File: src/hdl/omfh_pkg.sv
// Package: shared constants, status codes and decision type for the mutex bank.
`default_nettype none
package omfh_pkg;

    localparam int NUM_MUTEXES_DEF = 16;
    localparam int QUEUE_DEPTH_DEF = 8;
    localparam int PID_WIDTH_DEF   = 8;

    localparam int OPCODE_W   = 1;
    localparam int MUTEX_ID_W = 4;
    localparam int PROC_ID_W  = 8;
    localparam int STATUS_W   = 3;

    localparam logic [OPCODE_W-1:0] OP_LOCK   = 1'b0;
    localparam logic [OPCODE_W-1:0] OP_UNLOCK = 1'b1;

    localparam logic [STATUS_W-1:0] ST_ACQUIRED  = 3'd0;
    localparam logic [STATUS_W-1:0] ST_ALREADY   = 3'd1;
    localparam logic [STATUS_W-1:0] ST_BLOCKED   = 3'd2;
    localparam logic [STATUS_W-1:0] ST_FULL      = 3'd3;
    localparam logic [STATUS_W-1:0] ST_FREED     = 3'd4;
    localparam logic [STATUS_W-1:0] ST_HANDOFF   = 3'd5;
    localparam logic [STATUS_W-1:0] ST_NOTLOCKED = 3'd6;
    localparam logic [STATUS_W-1:0] ST_NOTOWNER  = 3'd7;

    typedef struct packed {
        logic [STATUS_W-1:0] status;
        logic                table_we;   // rewrite the mutex entry
        logic                waiter_we;  // append requester to the wait queue
        logic                wake;       // fetch oldest waiter, then hand off
    } t_decision;

endpackage
`default_nettype wire

File: src/hdl/omfh_if.sv
// Interfaces: request and response channels of the mutex bank.
`default_nettype none
interface omfh_req_if;
    logic                             valid;
    logic                             ready;
    logic [omfh_pkg::OPCODE_W-1:0]    opcode;
    logic [omfh_pkg::MUTEX_ID_W-1:0]  mutex_id;
    logic [omfh_pkg::PROC_ID_W-1:0]   process_id;

    modport source (output valid, output opcode, output mutex_id, output process_id,
                    input ready);
    modport sink   (input valid, input opcode, input mutex_id, input process_id,
                    output ready);
endinterface

interface omfh_rsp_if;
    logic                             valid;
    logic                             ready;
    logic [omfh_pkg::STATUS_W-1:0]    status;
    logic                             woken_valid;
    logic [omfh_pkg::PROC_ID_W-1:0]   woken_pid;

    modport source (output valid, output status, output woken_valid, output woken_pid,
                    input ready);
    modport sink   (input valid, input status, input woken_valid, input woken_pid,
                    output ready);
endinterface
`default_nettype wire

File: src/hdl/omfh_ram.sv
// Generic single-write, single-read RAM with registered read data.
`default_nettype none
module omfh_ram #(
    parameter int WIDTH = 8,
    parameter int DEPTH = 16,
    localparam int AW = (DEPTH > 1) ? $clog2(DEPTH) : 1
) (
    input  wire logic             i_clk,
    input  wire logic             i_we,
    input  wire logic [AW-1:0]    i_waddr,
    input  wire logic [WIDTH-1:0] i_wdata,
    input  wire logic             i_re,
    input  wire logic [AW-1:0]    i_raddr,
    output logic      [WIDTH-1:0] o_rdata
);

    logic [WIDTH-1:0] r_mem [DEPTH];
    logic [WIDTH-1:0] r_rdata;

    always_ff @(posedge i_clk) begin
        if (i_we) begin
            r_mem[i_waddr] <= i_wdata;
        end
        if (i_re) begin
            r_rdata <= r_mem[i_raddr];
        end
    end

    assign o_rdata = r_rdata;

endmodule
`default_nettype wire

File: src/hdl/omfh_eval.sv
// Request evaluation: decides status and next mutex entry from the entry read.
`default_nettype none
module omfh_eval #(
    parameter int QUEUE_DEPTH = omfh_pkg::QUEUE_DEPTH_DEF,
    parameter int PID_WIDTH   = omfh_pkg::PID_WIDTH_DEF,
    localparam int HW = (QUEUE_DEPTH > 1) ? $clog2(QUEUE_DEPTH) : 1,
    localparam int CW = $clog2(QUEUE_DEPTH + 1),
    localparam int SW = CW + 1
) (
    input  wire logic [omfh_pkg::OPCODE_W-1:0] i_opcode,
    input  wire logic [PID_WIDTH-1:0]          i_pid,
    input  wire logic                          i_locked,
    input  wire logic [PID_WIDTH-1:0]          i_owner,
    input  wire logic [HW-1:0]                 i_head,
    input  wire logic [CW-1:0]                 i_count,
    output omfh_pkg::t_decision                o_dec,
    output logic                               o_locked,
    output logic [HW-1:0]                      o_head,
    output logic [CW-1:0]                      o_count,
    output logic [HW-1:0]                      o_tail_slot
);

    logic [SW-1:0] tail_sum;
    logic [SW-1:0] head_sum;

    // tail = (head + count) mod depth; head + count < 2*depth on an enqueue
    always_comb begin
        tail_sum = SW'(i_head) + SW'(i_count);
        if (tail_sum >= SW'(QUEUE_DEPTH)) begin
            tail_sum = tail_sum - SW'(QUEUE_DEPTH);
        end
        head_sum = SW'(i_head) + SW'(1);
        if (head_sum >= SW'(QUEUE_DEPTH)) begin
            head_sum = head_sum - SW'(QUEUE_DEPTH);
        end
    end

    assign o_tail_slot = tail_sum[HW-1:0];

    always_comb begin
        o_dec     = '0;
        o_locked  = i_locked;
        o_head    = i_head;
        o_count   = i_count;
        if (i_opcode == omfh_pkg::OP_LOCK) begin
            priority if (!i_locked) begin
                o_dec.status   = omfh_pkg::ST_ACQUIRED;
                o_dec.table_we = 1'b1;
                o_locked       = 1'b1;
            end else if (i_owner == i_pid) begin
                o_dec.status = omfh_pkg::ST_ALREADY;
            end else if (i_count >= CW'(QUEUE_DEPTH)) begin
                o_dec.status = omfh_pkg::ST_FULL;
            end else begin
                o_dec.status    = omfh_pkg::ST_BLOCKED;
                o_dec.table_we  = 1'b1;
                o_dec.waiter_we = 1'b1;
                o_count         = i_count + CW'(1);
            end
        end else begin
            priority if (!i_locked) begin
                o_dec.status = omfh_pkg::ST_NOTLOCKED;
            end else if (i_owner != i_pid) begin
                o_dec.status = omfh_pkg::ST_NOTOWNER;
            end else if (i_count != '0) begin
                o_dec.status = omfh_pkg::ST_HANDOFF;
                o_dec.wake   = 1'b1;
                o_head       = head_sum[HW-1:0];
                o_count      = i_count - CW'(1);
            end else begin
                o_dec.status   = omfh_pkg::ST_FREED;
                o_dec.table_we = 1'b1;
                o_locked       = 1'b0;
            end
        end
    end

endmodule
`default_nettype wire

File: src/hdl/owned_mutex_fifo_handoff_core.sv
// Top level: bank of owned mutexes with FIFO wait queues held in two RAMs.
// Response path: the mutex entry is read from the table RAM, decided in S_EVAL and
// loaded into the output register; on a handoff the oldest waiter is first read
// from the waiter RAM in S_WAKE. One request at a time: a new one is taken only in
// S_IDLE, after the mutex-table read-modify-write; a response held in the output
// register stalls the write-back of the next request until it drains.
// Reset: per-entry valid flops clear at once, so every mutex reads as free with an
// empty queue; no clearing pass, the RAMs themselves are not reset.
`default_nettype none
module owned_mutex_fifo_handoff_core #(
    parameter int NUM_MUTEXES = omfh_pkg::NUM_MUTEXES_DEF,
    parameter int QUEUE_DEPTH = omfh_pkg::QUEUE_DEPTH_DEF,
    parameter int PID_WIDTH   = omfh_pkg::PID_WIDTH_DEF
) (
    input  wire logic    i_clk,
    input  wire logic    i_rst_n,
    omfh_req_if.sink     i_req,
    omfh_rsp_if.source   o_rsp
);

    // Entry field widths
    localparam int MW = (NUM_MUTEXES > 1) ? $clog2(NUM_MUTEXES) : 1;
    localparam int HW = (QUEUE_DEPTH > 1) ? $clog2(QUEUE_DEPTH) : 1;
    localparam int CW = $clog2(QUEUE_DEPTH + 1);
    localparam int EW = 1 + PID_WIDTH + HW + CW;
    localparam int WAITERS = NUM_MUTEXES * QUEUE_DEPTH;
    localparam int WA = (WAITERS > 1) ? $clog2(WAITERS) : 1;
    localparam int IDW = omfh_pkg::MUTEX_ID_W;
    localparam int PXW = omfh_pkg::PROC_ID_W;
    localparam int EXT_W = PID_WIDTH + PXW;

    // Sequencer codes
    localparam logic [1:0] S_IDLE = 2'd0;   // waiting for a request transaction
    localparam logic [1:0] S_EVAL = 2'd1;   // mutex entry read data is valid
    localparam logic [1:0] S_WAKE = 2'd2;   // oldest waiter read data is valid

    logic [1:0]             r_state, n_state;
    logic [omfh_pkg::OPCODE_W-1:0] r_opcode;
    logic [PID_WIDTH-1:0]   r_pid;
    logic [MW-1:0]          r_mutex;
    logic                   r_rd_valid;
    logic [NUM_MUTEXES-1:0] r_entry_valid;

    logic                            r_out_valid;
    logic [omfh_pkg::STATUS_W-1:0]   r_out_status;
    logic                            r_out_woken_valid;
    logic [PXW-1:0]                  r_out_woken_pid;

    // ------------------------------------------------------------------
    // Mutex index wraps modulo the bank size: small constant lookup
    // ------------------------------------------------------------------
    logic [MW-1:0] mod_lut [2**IDW];
    for (genvar g = 0; g < 2**IDW; g++) begin : g_mod
        localparam int ModVal = g % NUM_MUTEXES;
        assign mod_lut[g] = MW'(ModVal);
    end

    logic [MW-1:0]        req_mutex;
    logic [EXT_W-1:0]     req_pid_ext;
    logic [PID_WIDTH-1:0] req_pid;

    assign req_mutex   = mod_lut[i_req.mutex_id];
    assign req_pid_ext = EXT_W'(i_req.process_id);
    assign req_pid     = req_pid_ext[PID_WIDTH-1:0];

    logic req_fire;
    assign i_req.ready = (r_state == S_IDLE);
    assign req_fire    = i_req.valid && i_req.ready;

    // Output register may be reloaded when empty or drained this cycle
    logic out_free;
    assign out_free = !r_out_valid || o_rsp.ready;

    // ------------------------------------------------------------------
    // Mutex table RAM: {locked, owner, head, count}
    // ------------------------------------------------------------------
    logic          tbl_we;
    logic [EW-1:0] tbl_wdata;
    logic [EW-1:0] tbl_rdata;

    omfh_ram #(
        .WIDTH (EW),
        .DEPTH (NUM_MUTEXES)
    ) u_table (
        .i_clk   (i_clk),
        .i_we    (tbl_we),
        .i_waddr (r_mutex),
        .i_wdata (tbl_wdata),
        .i_re    (req_fire),
        .i_raddr (req_mutex),
        .o_rdata (tbl_rdata)
    );

    // An entry never written reads as free with an empty queue
    logic [EW-1:0]        entry;
    logic                 ent_locked;
    logic [PID_WIDTH-1:0] ent_owner;
    logic [HW-1:0]        ent_head;
    logic [CW-1:0]        ent_count;

    assign entry = r_rd_valid ? tbl_rdata : '0;
    assign {ent_locked, ent_owner, ent_head, ent_count} = entry;

    // Owner changes only when a free mutex is taken; a handoff overrides it below
    logic [PID_WIDTH-1:0] nxt_owner;
    assign nxt_owner = ent_locked ? ent_owner : r_pid;

    // ------------------------------------------------------------------
    // Decision logic
    // ------------------------------------------------------------------
    omfh_pkg::t_decision dec;
    logic                nxt_locked;
    logic [HW-1:0]       nxt_head;
    logic [CW-1:0]       nxt_count;
    logic [HW-1:0]       tail_slot;

    omfh_eval #(
        .QUEUE_DEPTH (QUEUE_DEPTH),
        .PID_WIDTH   (PID_WIDTH)
    ) u_eval (
        .i_opcode    (r_opcode),
        .i_pid       (r_pid),
        .i_locked    (ent_locked),
        .i_owner     (ent_owner),
        .i_head      (ent_head),
        .i_count     (ent_count),
        .o_dec       (dec),
        .o_locked    (nxt_locked),
        .o_head      (nxt_head),
        .o_count     (nxt_count),
        .o_tail_slot (tail_slot)
    );

    // ------------------------------------------------------------------
    // Waiter RAM: queue of mutex m occupies rows m*depth .. m*depth+depth-1
    // ------------------------------------------------------------------
    logic [WA-1:0]        wait_base;
    logic [WA-1:0]        wait_waddr;
    logic [WA-1:0]        wait_raddr;
    logic                 wait_we;
    logic                 wait_re;
    logic [PID_WIDTH-1:0] wait_rdata;

    assign wait_base  = WA'(r_mutex) * WA'(QUEUE_DEPTH);
    assign wait_waddr = wait_base + WA'(tail_slot);
    assign wait_raddr = wait_base + WA'(ent_head);

    omfh_ram #(
        .WIDTH (PID_WIDTH),
        .DEPTH (WAITERS)
    ) u_waiters (
        .i_clk   (i_clk),
        .i_we    (wait_we),
        .i_waddr (wait_waddr),
        .i_wdata (r_pid),
        .i_re    (wait_re),
        .i_raddr (wait_raddr),
        .o_rdata (wait_rdata)
    );

    // ------------------------------------------------------------------
    // Sequencer: one request at a time, read / decide / write back
    // ------------------------------------------------------------------
    logic finish;

    always_comb begin
        n_state   = r_state;
        tbl_we    = 1'b0;
        tbl_wdata = {nxt_locked, nxt_owner, nxt_head, nxt_count};
        wait_we   = 1'b0;
        wait_re   = 1'b0;
        finish    = 1'b0;
        unique case (r_state)
            S_IDLE: begin
                if (req_fire) begin
                    n_state = S_EVAL;
                end
            end
            S_EVAL: begin
                if (dec.wake) begin
                    // head waiter needed before the entry can be rewritten
                    wait_re = 1'b1;
                    n_state = S_WAKE;
                end else if (out_free) begin
                    tbl_we  = dec.table_we;
                    wait_we = dec.waiter_we;
                    finish  = 1'b1;
                    n_state = S_IDLE;
                end
            end
            S_WAKE: begin
                // entry read data holds: the table RAM reads only on a new request
                tbl_wdata = {1'b1, wait_rdata, nxt_head, nxt_count};
                if (out_free) begin
                    tbl_we  = 1'b1;
                    finish  = 1'b1;
                    n_state = S_IDLE;
                end
            end
            default: begin
                n_state = S_IDLE;
            end
        endcase
    end

    // Woken pid is reported in the 8-bit response field
    logic [EXT_W-1:0] woken_ext;
    assign woken_ext = EXT_W'(wait_rdata);

    always_ff @(posedge i_clk) begin
        if (!i_rst_n) begin
            r_state       <= S_IDLE;
            r_entry_valid <= '0;
            r_rd_valid    <= 1'b0;
            r_out_valid   <= 1'b0;
        end else begin
            r_state <= n_state;
            if (req_fire) begin
                r_rd_valid <= r_entry_valid[req_mutex];
            end
            if (tbl_we) begin
                r_entry_valid[r_mutex] <= 1'b1;
            end
            if (finish) begin
                r_out_valid <= 1'b1;
            end else if (o_rsp.ready) begin
                r_out_valid <= 1'b0;
            end
        end
    end

    // Payload registers
    always_ff @(posedge i_clk) begin
        if (req_fire) begin
            r_opcode <= i_req.opcode;
            r_pid    <= req_pid;
            r_mutex  <= req_mutex;
        end
        if (finish) begin
            r_out_status      <= dec.status;
            r_out_woken_valid <= (r_state == S_WAKE);
            r_out_woken_pid   <= (r_state == S_WAKE) ? woken_ext[PXW-1:0] : '0;
        end
    end

    assign o_rsp.valid       = r_out_valid;
    assign o_rsp.status      = r_out_status;
    assign o_rsp.woken_valid = r_out_woken_valid;
    assign o_rsp.woken_pid   = r_out_woken_pid;

endmodule
`default_nettype wire
File: src/flat_wrapper.sv
// flat-port wrapper written by rule: the top's interface ports become plain ports
module owned_mutex_fifo_handoff_core_flat 
#(
    parameter int NUM_MUTEXES = omfh_pkg::NUM_MUTEXES_DEF,
    parameter int QUEUE_DEPTH = omfh_pkg::QUEUE_DEPTH_DEF,
    parameter int PID_WIDTH   = omfh_pkg::PID_WIDTH_DEF
)
  (i_clk, i_rst_n, i_req_valid, i_req_opcode, i_req_mutex_id, i_req_process_id, i_req_ready, o_rsp_valid, o_rsp_status, o_rsp_woken_valid, o_rsp_woken_pid, o_rsp_ready);
  omfh_req_if i_req_i ();
  omfh_rsp_if o_rsp_i ();
  input  wire logic i_clk;
  input  wire logic i_rst_n;
  input wire logic [$bits(i_req_i.valid)-1:0] i_req_valid;
  input wire logic [$bits(i_req_i.opcode)-1:0] i_req_opcode;
  input wire logic [$bits(i_req_i.mutex_id)-1:0] i_req_mutex_id;
  input wire logic [$bits(i_req_i.process_id)-1:0] i_req_process_id;
  output wire logic [$bits(i_req_i.ready)-1:0] i_req_ready;
  output wire logic [$bits(o_rsp_i.valid)-1:0] o_rsp_valid;
  output wire logic [$bits(o_rsp_i.status)-1:0] o_rsp_status;
  output wire logic [$bits(o_rsp_i.woken_valid)-1:0] o_rsp_woken_valid;
  output wire logic [$bits(o_rsp_i.woken_pid)-1:0] o_rsp_woken_pid;
  input wire logic [$bits(o_rsp_i.ready)-1:0] o_rsp_ready;
  assign i_req_i.valid = i_req_valid;
  assign i_req_i.opcode = i_req_opcode;
  assign i_req_i.mutex_id = i_req_mutex_id;
  assign i_req_i.process_id = i_req_process_id;
  assign i_req_ready = i_req_i.ready;
  assign o_rsp_valid = o_rsp_i.valid;
  assign o_rsp_status = o_rsp_i.status;
  assign o_rsp_woken_valid = o_rsp_i.woken_valid;
  assign o_rsp_woken_pid = o_rsp_i.woken_pid;
  assign o_rsp_i.ready = o_rsp_ready;
  owned_mutex_fifo_handoff_core #(.NUM_MUTEXES(NUM_MUTEXES), .QUEUE_DEPTH(QUEUE_DEPTH), .PID_WIDTH(PID_WIDTH)) u_core (.i_clk(i_clk), .i_rst_n(i_rst_n), .i_req(i_req_i), .o_rsp(o_rsp_i));
endmodule
File: config.mk
export PLATFORM = sky130hd
export DESIGN_NAME = owned_mutex_fifo_handoff_core_flat
export DESIGN_NICKNAME = d
export VERILOG_FILES = /design/src/hdl/omfh_pkg.sv /design/src/hdl/omfh_if.sv /design/src/hdl/omfh_ram.sv /design/src/hdl/omfh_eval.sv /design/src/hdl/owned_mutex_fifo_handoff_core.sv /design/src/flat_wrapper.sv
export SDC_FILE = /design/constraint.sdc
export NUM_CORES = 2
export LEC_CHECK = 0
export ABC_AREA = 1
export BUFFER_PORTS_ARGS = -buffer_cell sky130_fd_sc_hd__buf_2
export CAP_MARGIN = 30
export CORE_MARGIN = 2
export CORE_UTILIZATION = 57
export DETAILED_ROUTE_END_ITERATION = 7
export PLACE_DENSITY_LB_ADDON = 0.3
export SETUP_SLACK_MARGIN = 0.05
export SLEW_MARGIN = 40
export SYNTH_ARGS = -nofsm -noshare
export SYNTH_HDL_FRONTEND = slang
export SYNTH_HIERARCHICAL = 1
export SYNTH_SLANG_ARGS = --single-unit
File: constraint.sdc
create_clock -name i_clk -period 12 [get_ports i_clk]
set_input_delay 3 -clock i_clk [delete_from_list [all_inputs] [get_ports i_clk]]
set_output_delay 3 -clock i_clk [all_outputs]
set_load 0.005 [all_outputs]
==> metrics.csv <==
metric;value;unit
die_x;319.0;microns
fin_crit_sh;44.91;%
cp_slowest_cell;nor3_1;
synth-edff-count;1329;
clock-sinks;1349;
cts_resized;0;
grt_usage;27.41;%
nFillCells;7487;
first_pass_iters;6;
io_buffers;30;
ir_drop;0.1788;mV
clk_pin_slew_worst_paths;0.06;ns
synthTopCellsByCount;nand2_1, edfxtp_1, nand3_1, inv_1, nor2_1;
htree_num_levels;4;
dieArea;101800;sq um
nets;4994;
path_buf_inv;5;
status;finished clean;
cp.required;12.36;ns
synthTopCellsByArea;edfxtp_1, nand2_1, nand3_1;
p_leak;22.86;nW
globalRoute.totalOverflow;0;
grt_max_degree;203;
postSynthCellCount;5034;
io_pins;31;
initial_utilization;57.48;%
maxCapViolations;0;
die_h;319.0;microns
fmax;185.6;MHz
hold_class;reg2reg;
fin_tns_setup;0;ns
finalCriticalPeriod;5.389;ns
gp_congestion;0.8844;
async_reset_ff_share;0;%
path_cells;buf_4 -> nand2_1 -> inv_8 -> buf_12 -> ha_1 -> fa_1 -> xnor2_1 -> xor2_1 -> inv_1 -> nor3_1 -> nand2_1 -> buf_4 -> nor2_1;
via_per_inst;5.947;
synthToLayoutAreaGrowth;9.022;%
max_slew_margin;42.27;%
synth-main-ff-cell;edfxtp_1;
dp_cells;6118;
cts-root-buf;clkbuf_16;
clk_path_buf_depth;3;
cp_data_arrival_time;5.75;ns
drive_gt1_share;6.430;%
ctsHoldBuffers;0;
critPathTopFamily;simple AND/OR/NAND/NOR gates;
num_vias;37810;
critical_path.max_fanout;123;
fp-row-count;115;
synth.cell_area;56570;sq um
slowest_delay;0.65;ns
rsz0062_at_grt;false;
tightest_slew;0.8660;ns
synth_seq_area_share;71.25;%
synth_warnings;6;
cts_setup_buffers;0;
cts_tree;done;
finalNonFillerCells;6358;
avgRoutedWirePerCell;22.07;microns
p_per_area;161.4;nW/um^2
first_global_vias;35700;
post-dp-hpwl;78010;microns
ys_ff_latch;1349;
drv_slew;0;
end_kind;register;
synth_nets;5060;
fp.coreArea;98420;sq um
syn_area_per_cell;11.24;sq um
skew;0.03120;ns
yosysTopAreaCell;edfxtp_1;
cts_inserted_buffers;134;
synth_top_area_share;70.55;%
synth_cell_types;38;
wl;140300;microns
yosysMostFrequentCell;nand2_1;
clock_latency;0.75;ns
setup_viol;0;
antenna_found_initial;2;
drc_errors;0;
worstSetupStartpointType;register;
critPathKind;reg2reg;
finalHoldViolCount;0;
grt_pass1_wl;212300;microns
drt_iter0_markers;5614;
antenna_left;0;
[placed cells by master, fill, tap and decap left out, drive strengths merged, types with 7 or more instances in the layout]
cell type,count
a31oi,16
nor3,11
clkbuf,181
ha,8
nand3,1151
bufinv,9
nor2,201
buf,92
nand2,1678
clkinv,46
inv,288
o31ai,8
dfxtp,20
edfxtp,1329
xnor2,7
[power breakdown]
| part | switching (W) | leakage [nW] | internal [W] |
|---|---|---|---|
| clock network | 0.00172 | 2.06 | 0.00235 |
| registers | 0.0000153 | 12.1 | 0.00521 |
| logic | 0.000508 | 8.65 | 0.000148 |
| total | 0.00224 | 22.9 | 0.00771 |
[worst reg2reg max path: stages, from the launching register on]
cell,delay (ns)
dfxtp_1,0.30
buf_4,0.24
nand2_1,0.19
inv_8,0.52
buf_12,0.56
ha_1,0.30
fa_1,0.19
xnor2_1,0.15
xor2_1,0.38
inv_1,0.15
nor3_1,0.65
nand2_1,0.44
buf_4,0.37
nor2_1,0.57
[per-stage QoR]
step / hold WS, ns / total power, W / util, % / area, sq um / setup slack (ns)
after floorplan: 0.4367 / 0.005750 / - / 56570 / 7.286
final: 0.4667 / 0.009955 / 62.66 / 61670 / 6.611
after CTS: 0.4685 / 0.009980 / 62.60 / 61610 / 6.616
after global placement: 0.4468 / 0.005955 / 58.14 / 57220 / 6.571
after global routing: 0.4912 / 0.01023 / 62.66 / 61670 / 6.488
after detailed placement: 0.4541 / 0.005964 / 58.27 / 57350 / 6.637
[area by class of cell]
type | count | area (sq um) | share of cell area [%]
well taps | 1287 | 1610 | 2.611
multi-input cells | 3102 | 13570 | 22.00
clock buffers | 180 | 3685 | 5.975
flip-flops and latches | 1349 | 40310 | 65.36
clock inverters | 58 | 569.3 | 0.9231
diodes | 1 | 2.502 | 0.004057
repair buffers | 93 | 797.0 | 1.292
inverters | 288 | 1132 | 1.836
[routing by layer]
layer	global-route usage (%)	part of all wire (%)
met1	39.07	40
met2	42.71	47
met3	5.157	10
met4	9.633	3.1
met5	0	0.012
[path summary, 6_finish.rpt]
kind,start,end,slack [ns],depth (start not counted)
worst max-delay path,u_core/r_rd_valid,u_core/u_waiters/r_mem[31][1],6.61,13
worst min-delay path,u_core/r_entry_valid[14],u_core/r_entry_valid[14],0.47,2
worst min register to register,u_core/r_entry_valid[14],u_core/r_entry_valid[14],0.47,2
worst max register to register,u_core/r_rd_valid,u_core/u_waiters/r_mem[31][1],6.61,13
[cell families after synthesis]
group	count (synthesis)	synth area share, %
buf+inv	583	4.954
xor+xnor	9	0.1526
flops	1349	71.25
compound gates	35	0.4136
fa+ha+maj	9	0.2123
simple gates	3049	23.01
[registers in the layout, indices dropped and copies added, names as in the netlist, 3 cells and up]
register and flops:
u_core/u_table/o_rdata 16, u_core/u_table/r_mem 256, u_core/r_mutex 4, u_core/r_pid 8
u_core/o_rsp.woken_pid 8, u_core/u_waiters/o_rdata 8, u_core/u_waiters/r_mem 1024, u_core/o_rsp.status 3
u_core/r_entry_valid 16
Power figures use the tool's default switching activity.
